**config.mk**
```make
export PLATFORM = sky130hd
export DESIGN_NAME = json_stream_validator
export DESIGN_NICKNAME = d
export VERILOG_FILES = /design/src/rtl/core/jsv_pkg.sv /design/src/rtl/core/jsv_step.sv /design/src/rtl/core/json_stream_validator.sv
export SDC_FILE = /design/constraint.sdc
export NUM_CORES = 1
export LEC_CHECK = 0
export BUFFER_PORTS_ARGS = -buffer_cell sky130_fd_sc_hd__buf_2
export CAP_MARGIN = 15
export CORE_ASPECT_RATIO = 0.7
export CORE_MARGIN = 2
export CORE_UTILIZATION = 60
export DETAILED_ROUTE_END_ITERATION = 6
export HOLD_SLACK_MARGIN = 0.08
export PLACE_DENSITY_LB_ADDON = 0.15
export SLEW_MARGIN = 5
export SYNTH_ARGS = -nofsm -noshare
export SYNTH_HDL_FRONTEND = slang
export SYNTH_SLANG_ARGS = --single-unit
```
**constraint.sdc**
```tcl
create_clock -name clk -period 5.85 [get_ports clk]
set_input_delay 1.17 -clock clk [delete_from_list [all_inputs] [get_ports clk]]
set_output_delay 1.17 -clock clk [all_outputs]
set_load 0.02 [all_outputs]
```
**src/rtl/core/jsv_pkg.sv**
```systemverilog
// jsv_pkg: types, codes and character helpers for the JSON stream validator
// no dependencies; imported by jsv_step and json_stream_validator
`default_nettype none

package jsv_pkg;

	// parse phases
	localparam logic [4:0] PH_VALUE       = 5'd0;
	localparam logic [4:0] PH_ARR_FIRST   = 5'd1;
	localparam logic [4:0] PH_OBJ_FIRST   = 5'd2;
	localparam logic [4:0] PH_KEY         = 5'd3;
	localparam logic [4:0] PH_COLON       = 5'd4;
	localparam logic [4:0] PH_KEY_BODY    = 5'd5;
	localparam logic [4:0] PH_KEY_ESC     = 5'd6;
	localparam logic [4:0] PH_KEY_HEX     = 5'd7;
	localparam logic [4:0] PH_STR_BODY    = 5'd8;
	localparam logic [4:0] PH_STR_ESC     = 5'd9;
	localparam logic [4:0] PH_STR_HEX     = 5'd10;
	localparam logic [4:0] PH_LIT_N       = 5'd11;
	localparam logic [4:0] PH_LIT_T       = 5'd12;
	localparam logic [4:0] PH_LIT_F       = 5'd13;
	localparam logic [4:0] PH_NUM_SIGN    = 5'd14;
	localparam logic [4:0] PH_NUM_INT     = 5'd15;
	localparam logic [4:0] PH_NUM_FRAC    = 5'd16;
	localparam logic [4:0] PH_NUM_EXP     = 5'd17;
	localparam logic [4:0] PH_NUM_EXPSIGN = 5'd18;
	localparam logic [4:0] PH_NUM_EXPDIG  = 5'd19;
	localparam logic [4:0] PH_AFTER       = 5'd20;

	// token kinds
	localparam logic [3:0] TK_WS        = 4'd0;
	localparam logic [3:0] TK_OBJ_OPEN  = 4'd1;
	localparam logic [3:0] TK_OBJ_CLOSE = 4'd2;
	localparam logic [3:0] TK_ARR_OPEN  = 4'd3;
	localparam logic [3:0] TK_ARR_CLOSE = 4'd4;
	localparam logic [3:0] TK_KEY_QUOTE = 4'd5;
	localparam logic [3:0] TK_KEY_BYTE  = 4'd6;
	localparam logic [3:0] TK_KEY_END   = 4'd7;
	localparam logic [3:0] TK_STR_QUOTE = 4'd8;
	localparam logic [3:0] TK_STR_BYTE  = 4'd9;
	localparam logic [3:0] TK_STR_END   = 4'd10;
	localparam logic [3:0] TK_NUMBER    = 4'd11;
	localparam logic [3:0] TK_LIT_BYTE  = 4'd12;
	localparam logic [3:0] TK_LIT_DONE  = 4'd13;
	localparam logic [3:0] TK_COLON     = 4'd14;
	localparam logic [3:0] TK_COMMA     = 4'd15;

	// status codes
	localparam logic [3:0] ST_PROGRESS   = 4'd0;
	localparam logic [3:0] ST_ACCEPTED   = 4'd1;
	localparam logic [3:0] ST_BAD_LIT    = 4'd2;
	localparam logic [3:0] ST_EXP_DIGIT  = 4'd3;
	localparam logic [3:0] ST_EXP_KEY    = 4'd4;
	localparam logic [3:0] ST_BAD_ESC    = 4'd5;
	localparam logic [3:0] ST_BAD_HEX    = 4'd6;
	localparam logic [3:0] ST_UNTERM_STR = 4'd7;
	localparam logic [3:0] ST_EXP_COLON  = 4'd8;
	localparam logic [3:0] ST_EXP_OBJ    = 4'd9;
	localparam logic [3:0] ST_EXP_ARR    = 4'd10;
	localparam logic [3:0] ST_TRAILING   = 4'd11;
	localparam logic [3:0] ST_TOO_DEEP   = 4'd12;

	// characters
	localparam logic [7:0] CH_NUL    = 8'h00;
	localparam logic [7:0] CH_LBRACE = 8'h7B;
	localparam logic [7:0] CH_RBRACE = 8'h7D;
	localparam logic [7:0] CH_LBRACK = 8'h5B;
	localparam logic [7:0] CH_RBRACK = 8'h5D;
	localparam logic [7:0] CH_COLON  = 8'h3A;
	localparam logic [7:0] CH_COMMA  = 8'h2C;
	localparam logic [7:0] CH_DOT    = 8'h2E;
	localparam logic [7:0] CH_MINUS  = 8'h2D;
	localparam logic [7:0] CH_PLUS   = 8'h2B;
	localparam logic [7:0] CH_LOW_E  = 8'h65;
	localparam logic [7:0] CH_UP_E   = 8'h45;
	localparam logic [7:0] CH_QUOTE  = 8'h22;
	localparam logic [7:0] CH_BSLASH = 8'h5C;
	localparam logic [7:0] CH_SLASH  = 8'h2F;

	typedef struct packed {
		logic [4:0] phase;
		logic [2:0] lit_step;
		logic [2:0] hex_rem;
		logic [3:0] err;
	} parse_state_t;

	typedef struct packed {
		logic push;
		logic pop;
		logic obj;
	} nest_op_t;

	typedef struct packed {
		logic [3:0] kind;
		logic       ended;
		logic [3:0] status;
	} token_info_t;

	function automatic logic is_ws(input logic [7:0] b);
		return b == 8'h20 || b == 8'h09 || b == 8'h0D || b == 8'h0A;
	endfunction

	function automatic logic is_digit(input logic [7:0] b);
		return b >= 8'h30 && b <= 8'h39;
	endfunction

	function automatic logic is_hex(input logic [7:0] b);
		return is_digit(b) || (b >= 8'h61 && b <= 8'h66) || (b >= 8'h41 && b <= 8'h46);
	endfunction

	function automatic logic is_simple_esc(input logic [7:0] b);
		return b == CH_QUOTE || b == CH_BSLASH || b == CH_SLASH || b == 8'h62 ||
			b == 8'h66 || b == 8'h6E || b == 8'h72 || b == 8'h74;
	endfunction

	// literal words: null, true, false
	function automatic logic [7:0] lit_char(input logic [1:0] w, input logic [2:0] idx);
		logic [7:0] c;
		c = CH_NUL;
		case (w)
			2'd0: begin
				case (idx)
					3'd0: c = 8'h6E;
					3'd1: c = 8'h75;
					3'd2: c = 8'h6C;
					3'd3: c = 8'h6C;
					default: c = CH_NUL;
				endcase
			end
			2'd1: begin
				case (idx)
					3'd0: c = 8'h74;
					3'd1: c = 8'h72;
					3'd2: c = 8'h75;
					3'd3: c = 8'h65;
					default: c = CH_NUL;
				endcase
			end
			2'd2: begin
				case (idx)
					3'd0: c = 8'h66;
					3'd1: c = 8'h61;
					3'd2: c = 8'h6C;
					3'd3: c = 8'h73;
					3'd4: c = 8'h65;
					default: c = CH_NUL;
				endcase
			end
			default: c = CH_NUL;
		endcase
		return c;
	endfunction

	function automatic logic [2:0] lit_len(input logic [1:0] w);
		return (w == 2'd2) ? 3'd5 : 3'd4;
	endfunction

endpackage

`default_nettype wire

```
**src/rtl/core/jsv_step.sv**
```systemverilog
// jsv_step: grammar step for one document byte, next parse state and token
// uses jsv_pkg; the nesting stack and level live in json_stream_validator
`default_nettype none

module jsv_step (
	input  wire logic [7:0]           text_byte,
	input  wire jsv_pkg::parse_state_t cur,
	input  wire logic                 at_top,
	input  wire logic                 at_limit,
	input  wire logic                 top_obj,
	output jsv_pkg::parse_state_t     nxt,
	output jsv_pkg::nest_op_t         op,
	output jsv_pkg::token_info_t      info
);
	import jsv_pkg::*;

	logic [7:0] b;
	logic [3:0] kind;
	logic [3:0] fcode;
	logic       ended;
	logic       accepted;
	logic       done;
	logic       start;
	logic       after;
	logic       key;
	logic [1:0] lw;

	assign b = text_byte;

	always_comb begin
		nxt      = cur;
		op       = '0;
		kind     = TK_WS;
		fcode    = ST_PROGRESS;
		ended    = 1'b0;
		accepted = 1'b0;
		done     = 1'b0;
		start    = 1'b0;
		after    = 1'b0;
		key      = 1'b0;
		lw       = 2'(cur.phase - PH_LIT_N);

		if (cur.err == ST_PROGRESS) begin
			// number phases, may fall through to the after-value handling
			if (cur.phase == PH_NUM_SIGN || cur.phase == PH_NUM_EXPSIGN) begin
				done = 1'b1;
				if (!is_digit(b)) begin
					fcode = ST_EXP_DIGIT;
				end else begin
					nxt.phase = (cur.phase == PH_NUM_SIGN) ? PH_NUM_INT : PH_NUM_EXPDIG;
					kind = TK_NUMBER;
				end
			end else if (cur.phase == PH_NUM_EXP) begin
				done = 1'b1;
				if (b == CH_PLUS || b == CH_MINUS) begin
					nxt.phase = PH_NUM_EXPSIGN;
					kind = TK_NUMBER;
				end else if (is_digit(b)) begin
					nxt.phase = PH_NUM_EXPDIG;
					kind = TK_NUMBER;
				end else begin
					fcode = ST_EXP_DIGIT;
				end
			end else if (cur.phase == PH_NUM_INT || cur.phase == PH_NUM_FRAC ||
					cur.phase == PH_NUM_EXPDIG) begin
				if (is_digit(b)) begin
					done = 1'b1;
					kind = TK_NUMBER;
				end else if (cur.phase == PH_NUM_INT && b == CH_DOT) begin
					done = 1'b1;
					nxt.phase = PH_NUM_FRAC;
					kind = TK_NUMBER;
				end else if (cur.phase != PH_NUM_EXPDIG && (b == CH_LOW_E || b == CH_UP_E)) begin
					done = 1'b1;
					nxt.phase = PH_NUM_EXP;
					kind = TK_NUMBER;
				end else begin
					ended = 1'b1;
					nxt.phase = PH_AFTER;
					after = 1'b1;
				end
			end

			if (!done && !after) begin
				case (cur.phase)
					PH_ARR_FIRST: begin
						if (is_ws(b)) begin
							kind = TK_WS;
						end else if (b == CH_RBRACK) begin
							op.pop = 1'b1;
							nxt.phase = PH_AFTER;
							kind = TK_ARR_CLOSE;
						end else begin
							start = 1'b1;
						end
					end
					PH_OBJ_FIRST, PH_KEY: begin
						if (is_ws(b)) begin
							kind = TK_WS;
						end else if (cur.phase == PH_OBJ_FIRST && b == CH_RBRACE) begin
							op.pop = 1'b1;
							nxt.phase = PH_AFTER;
							kind = TK_OBJ_CLOSE;
						end else if (b == CH_QUOTE) begin
							nxt.phase = PH_KEY_BODY;
							kind = TK_KEY_QUOTE;
						end else begin
							fcode = ST_EXP_KEY;
						end
					end
					PH_COLON: begin
						if (is_ws(b)) begin
							kind = TK_WS;
						end else if (b == CH_COLON) begin
							nxt.phase = PH_VALUE;
							kind = TK_COLON;
						end else begin
							fcode = ST_EXP_COLON;
						end
					end
					PH_KEY_BODY, PH_KEY_ESC, PH_KEY_HEX,
					PH_STR_BODY, PH_STR_ESC, PH_STR_HEX: begin
						key = (cur.phase == PH_KEY_BODY || cur.phase == PH_KEY_ESC ||
							cur.phase == PH_KEY_HEX);
						if (cur.phase == PH_KEY_ESC || cur.phase == PH_STR_ESC) begin
							if (is_simple_esc(b)) begin
								nxt.phase = key ? PH_KEY_BODY : PH_STR_BODY;
								kind = key ? TK_KEY_BYTE : TK_STR_BYTE;
							end else if (b == 8'h75) begin
								nxt.phase = key ? PH_KEY_HEX : PH_STR_HEX;
								nxt.hex_rem = 3'd4;
								kind = key ? TK_KEY_BYTE : TK_STR_BYTE;
							end else begin
								fcode = ST_BAD_ESC;
							end
						end else if (cur.phase == PH_KEY_HEX || cur.phase == PH_STR_HEX) begin
							if (!is_hex(b)) begin
								fcode = ST_BAD_HEX;
							end else begin
								if (cur.hex_rem <= 3'd1) begin
									nxt.hex_rem = 3'd0;
									nxt.phase = key ? PH_KEY_BODY : PH_STR_BODY;
								end else begin
									nxt.hex_rem = cur.hex_rem - 3'd1;
								end
								kind = key ? TK_KEY_BYTE : TK_STR_BYTE;
							end
						end else if (b == CH_QUOTE) begin
							nxt.phase = key ? PH_COLON : PH_AFTER;
							kind = key ? TK_KEY_END : TK_STR_END;
						end else if (b == CH_NUL) begin
							fcode = ST_UNTERM_STR;
						end else begin
							if (b == CH_BSLASH) begin
								nxt.phase = key ? PH_KEY_ESC : PH_STR_ESC;
							end
							kind = key ? TK_KEY_BYTE : TK_STR_BYTE;
						end
					end
					PH_LIT_N, PH_LIT_T, PH_LIT_F: begin
						if (cur.lit_step >= lit_len(lw) || b != lit_char(lw, cur.lit_step)) begin
							fcode = ST_BAD_LIT;
						end else if (cur.lit_step + 3'd1 == lit_len(lw)) begin
							nxt.lit_step = 3'd0;
							nxt.phase = PH_AFTER;
							kind = TK_LIT_DONE;
						end else begin
							nxt.lit_step = cur.lit_step + 3'd1;
							kind = TK_LIT_BYTE;
						end
					end
					PH_AFTER: begin
						after = 1'b1;
					end
					default: begin
						if (is_ws(b)) begin
							kind = TK_WS;
						end else begin
							start = 1'b1;
						end
					end
				endcase
			end

			if (after) begin
				if (is_ws(b)) begin
					kind = TK_WS;
				end else if (at_top) begin
					if (b == CH_NUL) begin
						accepted = 1'b1;
					end else begin
						fcode = ST_TRAILING;
					end
				end else if (b == CH_COMMA) begin
					nxt.phase = top_obj ? PH_KEY : PH_VALUE;
					kind = TK_COMMA;
				end else if (top_obj && b == CH_RBRACE) begin
					op.pop = 1'b1;
					nxt.phase = PH_AFTER;
					kind = TK_OBJ_CLOSE;
				end else if (!top_obj && b == CH_RBRACK) begin
					op.pop = 1'b1;
					nxt.phase = PH_AFTER;
					kind = TK_ARR_CLOSE;
				end else begin
					fcode = top_obj ? ST_EXP_OBJ : ST_EXP_ARR;
				end
			end

			if (start) begin
				if (b == CH_LBRACE || b == CH_LBRACK) begin
					if (at_limit) begin
						fcode = ST_TOO_DEEP;
					end else begin
						op.push = 1'b1;
						op.obj = (b == CH_LBRACE);
						nxt.phase = (b == CH_LBRACE) ? PH_OBJ_FIRST : PH_ARR_FIRST;
						kind = (b == CH_LBRACE) ? TK_OBJ_OPEN : TK_ARR_OPEN;
					end
				end else if (b == CH_QUOTE) begin
					nxt.phase = PH_STR_BODY;
					kind = TK_STR_QUOTE;
				end else if (b == 8'h6E || b == 8'h74 || b == 8'h66) begin
					nxt.phase = (b == 8'h6E) ? PH_LIT_N : ((b == 8'h74) ? PH_LIT_T : PH_LIT_F);
					nxt.lit_step = 3'd1;
					kind = TK_LIT_BYTE;
				end else if (b == CH_MINUS) begin
					nxt.phase = PH_NUM_SIGN;
					kind = TK_NUMBER;
				end else if (is_digit(b)) begin
					nxt.phase = PH_NUM_INT;
					kind = TK_NUMBER;
				end else begin
					fcode = ST_EXP_DIGIT;
				end
			end

			if (fcode != ST_PROGRESS) begin
				nxt.err = fcode;
				kind = TK_WS;
			end
		end

		info.kind   = kind;
		info.ended  = ended;
		info.status = (nxt.err != ST_PROGRESS) ? nxt.err :
			(accepted ? ST_ACCEPTED : ST_PROGRESS);

		// the terminator returns the parse to its starting point
		if (b == CH_NUL) begin
			nxt.phase    = PH_VALUE;
			nxt.lit_step = 3'd0;
			nxt.hex_rem  = 3'd0;
			nxt.err      = ST_PROGRESS;
		end
	end

endmodule

`default_nettype wire

```
**src/rtl/core/json_stream_validator.sv**
```systemverilog
// json_stream_validator: top level of the streaming JSON syntax checker
// uses jsv_pkg and jsv_step
//
// Input channel text_*: one document byte per beat, byte 0 ends the document.
// Output channel token_*: one token beat per input beat, in order, carrying
// the token kind, the byte itself, the number-ended mark, the nesting depth
// after the byte, the terminator flag and the document status.
// Configuration: the user writes max_nesting with max_nesting_we only while
// the block is idle, unenforced by the block; it resets to 64 and values above
// NEST_STACK_DEPTH act as that depth. Each accepted byte passes the input
// register, then the result register. Throughput is one byte per clock when
// token_stall is low; parse state, level and kind stack update with each byte.
// Reset: arst_n clears control state; the parser waits for the first value at
// top level. After each terminator the parser returns to that same state.
// Stall: while token_stall holds a waiting beat, the input register fills
// once more and text_stall then rises until the result is taken.
`default_nettype none

module json_stream_validator #(
	parameter int NEST_STACK_DEPTH = 64
) (
	input  wire logic       clk,
	input  wire logic       arst_n,
	input  wire logic       max_nesting_we,
	input  wire logic [6:0] max_nesting,
	input  wire logic       text_valid,
	output logic            text_stall,
	input  wire logic [7:0] text_byte,
	output logic            token_valid,
	input  wire logic       token_stall,
	output logic [3:0]      token_kind,
	output logic [7:0]      byte_echo,
	output logic            number_ended,
	output logic [6:0]      nest_depth,
	output logic            doc_done,
	output logic [3:0]      status
);
	import jsv_pkg::*;

	localparam int LW = $clog2(NEST_STACK_DEPTH + 1);
	localparam int CW = (LW > 7) ? LW : 7;

	logic [6:0]                  max_nesting_q;
	logic                        valid_s1;
	logic [7:0]                  byte_s1;
	parse_state_t                st_q;
	logic [LW-1:0]               level_q;
	logic [NEST_STACK_DEPTH-1:0] kinds_q;

	logic                        token_valid_q;
	logic [3:0]                  token_kind_q;
	logic [7:0]                  byte_echo_q;
	logic                        number_ended_q;
	logic [6:0]                  nest_depth_q;
	logic                        doc_done_q;
	logic [3:0]                  status_q;

	logic                        adv;
	logic                        load;
	logic                        at_top;
	logic                        at_limit;
	logic [CW-1:0]               lim;
	logic [CW-1:0]               mn_w;
	logic [CW-1:0]               dep_w;
	parse_state_t                st_nxt;
	nest_op_t                    op;
	token_info_t                 info;
	logic [LW-1:0]               level_after;

	assign adv        = valid_s1 && (!token_valid_q || !token_stall);
	assign text_stall = valid_s1 && !adv;
	assign load       = text_valid && !text_stall;

	assign at_top   = (level_q == '0);
	assign mn_w     = CW'(max_nesting_q);
	assign dep_w    = CW'(NEST_STACK_DEPTH);
	assign lim      = (mn_w > dep_w) ? dep_w : mn_w;
	assign at_limit = (CW'(level_q) >= lim);

	jsv_step u_step (
		.text_byte (byte_s1),
		.cur       (st_q),
		.at_top    (at_top),
		.at_limit  (at_limit),
		.top_obj   (kinds_q[0]),
		.nxt       (st_nxt),
		.op        (op),
		.info      (info)
	);

	always_comb begin
		level_after = level_q;
		if (op.push) begin
			level_after = level_q + LW'(1);
		end else if (op.pop && !at_top) begin
			level_after = level_q - LW'(1);
		end
	end

	always_ff @(posedge clk or negedge arst_n) begin
		if (!arst_n) begin
			max_nesting_q <= 7'd64;
		end else if (max_nesting_we) begin
			max_nesting_q <= max_nesting;
		end
	end

	// input register
	always_ff @(posedge clk or negedge arst_n) begin
		if (!arst_n) begin
			valid_s1 <= 1'b0;
		end else if (load) begin
			valid_s1 <= 1'b1;
		end else if (adv) begin
			valid_s1 <= 1'b0;
		end
	end

	always_ff @(posedge clk) begin
		if (load) begin
			byte_s1 <= text_byte;
		end
	end

	// parse state and nesting level
	always_ff @(posedge clk or negedge arst_n) begin
		if (!arst_n) begin
			st_q    <= '{phase: PH_VALUE, lit_step: 3'd0, hex_rem: 3'd0, err: ST_PROGRESS};
			level_q <= '0;
		end else if (adv) begin
			st_q    <= st_nxt;
			level_q <= (byte_s1 == CH_NUL) ? '0 : level_after;
		end
	end

	// kind stack, top of stack at bit 0, 1 for object
	always_ff @(posedge clk) begin
		if (adv && op.push) begin
			kinds_q <= (kinds_q << 1) | NEST_STACK_DEPTH'(op.obj);
		end else if (adv && op.pop) begin
			kinds_q <= kinds_q >> 1;
		end
	end

	// result register
	always_ff @(posedge clk or negedge arst_n) begin
		if (!arst_n) begin
			token_valid_q <= 1'b0;
		end else if (adv) begin
			token_valid_q <= 1'b1;
		end else if (!token_stall) begin
			token_valid_q <= 1'b0;
		end
	end

	always_ff @(posedge clk) begin
		if (adv) begin
			token_kind_q   <= info.kind;
			byte_echo_q    <= byte_s1;
			number_ended_q <= info.ended;
			nest_depth_q   <= 7'(level_after);
			doc_done_q     <= (byte_s1 == CH_NUL);
			status_q       <= info.status;
		end
	end

	assign token_valid  = token_valid_q;
	assign token_kind   = token_kind_q;
	assign byte_echo    = byte_echo_q;
	assign number_ended = number_ended_q;
	assign nest_depth   = nest_depth_q;
	assign doc_done     = doc_done_q;
	assign status       = status_q;

	a_level_bound: assert property (@(posedge clk) disable iff (!arst_n)
		CW'(level_q) <= dep_w)
		else $error("nesting level beyond stack depth");

	a_term_clears: assert property (@(posedge clk) disable iff (!arst_n)
		adv && byte_s1 == CH_NUL |=> level_q == '0 && st_q.phase == PH_VALUE &&
			st_q.err == ST_PROGRESS)
		else $error("terminator did not restart the parse");

	a_err_quiet: assert property (@(posedge clk) disable iff (!arst_n)
		token_valid_q && status_q >= ST_BAD_LIT |-> token_kind_q == TK_WS)
		else $error("error beat with a live token kind");

	a_push_room: assert property (@(posedge clk) disable iff (!arst_n)
		adv && op.push |-> CW'(level_q) < lim)
		else $error("push past the nesting limit");

endmodule

`default_nettype wire

```
==> results by group <==
Outcome
  – Status: finished with violations
  – Failing checks: DRC

Synth
  – Cell variety after synth: 92
  – Syn_area_per_cell: 8.88 um2
  – Synth warn: 0
  – Async SR Flop Fraction: 24.2%
  – Synth Flop Type: edfxtp_1
  – Post-synth EDFFs: 97
  – Syn nets: 955
  – Sequential share of the synthesized area: 45.2%
  – Netlist Area Pre-Place: 0.00816 mm2
  – Yosys reg bits: 128
  – Post-synthesis instance total: 919

STA
  – FMAX: 245 MHz
  – Final setup vio count: 0
  – Final-report hold violation count: 0
  – Clock skew: 0.0193 ns
  – Period minus WS final: 4.08 ns
  – Worst-Margin Slew: 1.04 ns
  – Final WS setup: 1.77 ns
  – TNS Setup: 0 ns
  – Hold Worst Slack: 0.508 ns
  – Slew headroom: 30.1%
  – Period utilisation layout: 69.8%
  – RSZ-0062 raised after global routing: false
  – Max-slew violation count: 0

Floorplanning
  – Initial Util: 61.7%
  – I/O pin cnt: 47
  – Die H: 102 um
  – Core ar.: 0.0132 mm2
  – Total die area: 0.0146 mm2
  – Die width: 143 um
  – FP Rows: 35

Placement
  – Place WS: 1.94 ns
  – Port-buffer cells: 46
  – DP HPWL: 18.2 mm
  – Routability cong.: 1.02
  – Placed cell area: 0.00846 mm2

Power
  – Cell Pwr Density: 340 mW/mm2
  – Leak: 0.00351 uW
  – Peak supply drop: 0.240 mV

Cells and area
  – Layout cells sized above 1: 13.0%
  – Antenna Cells: 0
  – Layout net count: 974
  – Layout overhead on the synthesized area: 10.9%
  – Design Area, Final: 0.00905 mm2
  – Fillers: 977

Global routing
  – Global route overflow: 0
  – Maximum number of pins on one net before global-route repair: 65
  – Initial antenna violation count: 2
  – First-pass GRT wire length: 39.6 mm
  – Gr usage total: 36.4%
  – Vias in the first global route: 7109

Route
  – DR vias: 7735
  – Router iterations before antenna repair: 7
  – Wire per inst: 22.6 um
  – Remaining DRCs: 3
  – Post-DRT Antenna Nets: 0
  – Initial DRC Count: 1000
  – Via density: 6.81
  – Routed wire length: 25.6 mm

Setup path
  – CP Capture Type: register
  – Worst path cell trace: buf_4 > nand2b_1 > inv_2 > ha_1 > nor2_1 > a21oi_1 > nor4_1 > o21ai_1 > nor3_1 > o2111ai_1 > a311o_1 > nor3_1
  – Largest delay share family, worst path: simple AND/OR/NAND/NOR gates
  – Worst path required time: 6.09 ns
  – Crit-path most repeated cell: nor3_1
  – Buffers & Inverters on Critical Path: 2
  – Setup CP Type: reg2reg
  – Slowest-stage cell, CP: a311o_1
  – Register-to-Register Path Depth: 12
  – Slowest stage delay, CP: 0.46 ns
  – Cell depth of the worst setup path: 12
  – CP arrival: 4.32 ns
  – CP Launch Type: register
  – Peak fanout along the critical path: 36

Hold path
  – Worst Hold Path Cells: 1
  – Hold Path Class: reg2reg

Clock tree
  – CTS buffer count: 17
  – Post_cts resized: 0
  – Root buffer cell: clkbuf_16
  – Clock buffer depth: 2
  – CTS Sinks: 128
  – Clock-pin slew on the worst setup and hold paths: 0.08 ns
  – Post-CTS Setup Bufs: 0
  – Hold_buf cts: 0
  – Worst-Skew Late Latency: 0.43 ns
  – H-tree levels: 4
  – CTS tree: done

Job
  – Total of max-cap violations: 0
## layout make-up
type / instances / area (um2) / area share [%]
repair buffers: 59 / 340 / 3.76
inverters: 26 / 97.6 / 1.08
multi-input cells: 706 / 4120 / 45.5
clock inverters: 15 / 145 / 1.60
well taps: 185 / 231 / 2.56
clock buffers: 17 / 425 / 4.70
flip-flops and latches: 128 / 3690 / 40.8
## kinds of logic (layout without fill, tap and decap cells)
| family | Yosys count | count (layout) | synth area share [%] |
|---|---|---|---|
| simple gates | 458 | 458 | 27.4 |
| compound gates | 215 | 215 | 18.5 |
| flops | 128 | 128 | 45.2 |
| buf+inv | 85 | 117 | 4.37 |
| fa+ha+maj | 16 | 16 | 2.45 |
| xor+xnor | 9 | 9 | 0.966 |
| mux | 8 | 8 | 1.07 |
## routing by layer
layer | up-vias | track usage (%) | routed length [um]
met2 | 532 | 51.5 | 10900
met3 | 61 | 13.4 | 3300
met5 | - | 0 | 13
li1 | 3414 | - | -
met4 | 2 | 10.2 | 498
met1 | 3726 | 52.8 | 11000
## layout by cell type, fill, tap and decap left out, types with 5 or more instances in the layout
master	netlist	routed
a211oi_1	10	10
a21o_1	7	7
a21oi_1	45	45
a22o_1	5	5
a31oi_1	11	11
and3_1	6	6
and4b_1	5	5
buf_2	15	46
buf_4	1	12
clkbuf_16	0	17
dfrtp_1	30	30
edfxtp_1	97	97
ha_1	16	16
inv_1	24	24
inv_6	0	5
inv_8	0	5
mux2_2	6	6
nand2_1	238	238
nand2b_1	13	13
nand3_1	14	14
nand3b_1	6	6
nand4_1	9	9
nor2_1	51	50
nor2b_1	11	11
nor3_1	30	30
nor3b_1	11	11
nor4_1	11	11
o2111ai_1	5	5
o211ai_1	10	10
o21a_1	6	5
o21ai_0	36	36
o221ai_1	6	6
o31ai_1	8	8
or2_2	8	8
or3_1	8	8
xnor2_1	5	5
## Yosys cell counts (6+ instances only)
| cell | instances | area (um2) |
|---|---|---|
| o21ai_0 | 36 | 180 |
| nor3_1 | 30 | 150 |
| or2_2 | 8 | 50.1 |
| inv_1 | 24 | 90.1 |
| o211ai_1 | 10 | 75.1 |
| nor2_1 | 51 | 191 |
| nand4_1 | 9 | 56.3 |
| a31oi_1 | 11 | 68.8 |
| clkbuf_1 | 33 | 124 |
| edfxtp_1 | 97 | 2910 |
| o221ai_1 | 6 | 52.6 |
| a211oi_1 | 10 | 75.1 |
| or3_1 | 8 | 50.1 |
| dfrtp_1 | 30 | 751 |
| nor2b_1 | 11 | 68.8 |
| nand3_1 | 14 | 70.1 |
| mux2_2 | 6 | 67.6 |
| nand3b_1 | 6 | 45.0 |
| nor4_1 | 11 | 68.8 |
| buf_2 | 15 | 75.1 |
| nand2b_1 | 13 | 81.3 |
| nand2_1 | 238 | 893 |
| and3_1 | 6 | 37.5 |
| nor3b_1 | 11 | 82.6 |
| ha_1 | 16 | 200 |
| a21oi_1 | 45 | 225 |
| o31ai_1 | 8 | 60.1 |
| o21a_1 | 6 | 45.0 |
| buf_1 | 8 | 30.0 |
| a21o_1 | 7 | 52.6 |
## path summary, 6_finish.rpt
check,startpoint,endpoint,slack [ns]
min in group asynchronous,arst_n,level_q[1],0.85
worst max-delay path,st_q[11],token_kind[1],1.77
worst min-delay path,max_nesting_q[4],max_nesting_q[4],0.51
max in group asynchronous,arst_n,st_q[2],4.42
worst max register to register,st_q[11],token_kind[1],1.77
worst min register to register,max_nesting_q[4],max_nesting_q[4],0.51
## flip-flops by register name (all words and copies together), names as in the netlist, 4 cells and up
register	cells
token_kind	4
max_nesting_q	7
byte_s1	8
nest_depth	7
st_q	15
level_q	7
byte_echo	8
kinds_q	64
status	4
## report_power, final
group	internal [uW]	total [uW]	switching, uW	leakage, uW
combinational	304	925	622	0.00196
sequential	1050	1110	69.2	0.00127
clock	566	1030	467	0.000278
total	1910	3070	1160	0.00351
## stage by stage
| step | instances | utilization (%) | power (uW) |
|---|---|---|---|
| final | 1136 | 68.4 | 3070 |
| after CTS | 1135 | 68.3 | 3030 |
| after global routing | 1136 | 68.4 | 3190 |
| after floorplan | 919 | - | 1730 |
| after global placement | 1103 | 64.0 | 1990 |
| after detailed placement | 1103 | 64.0 | 2000 |
Note: power is estimated with default switching activity, not from simulation.
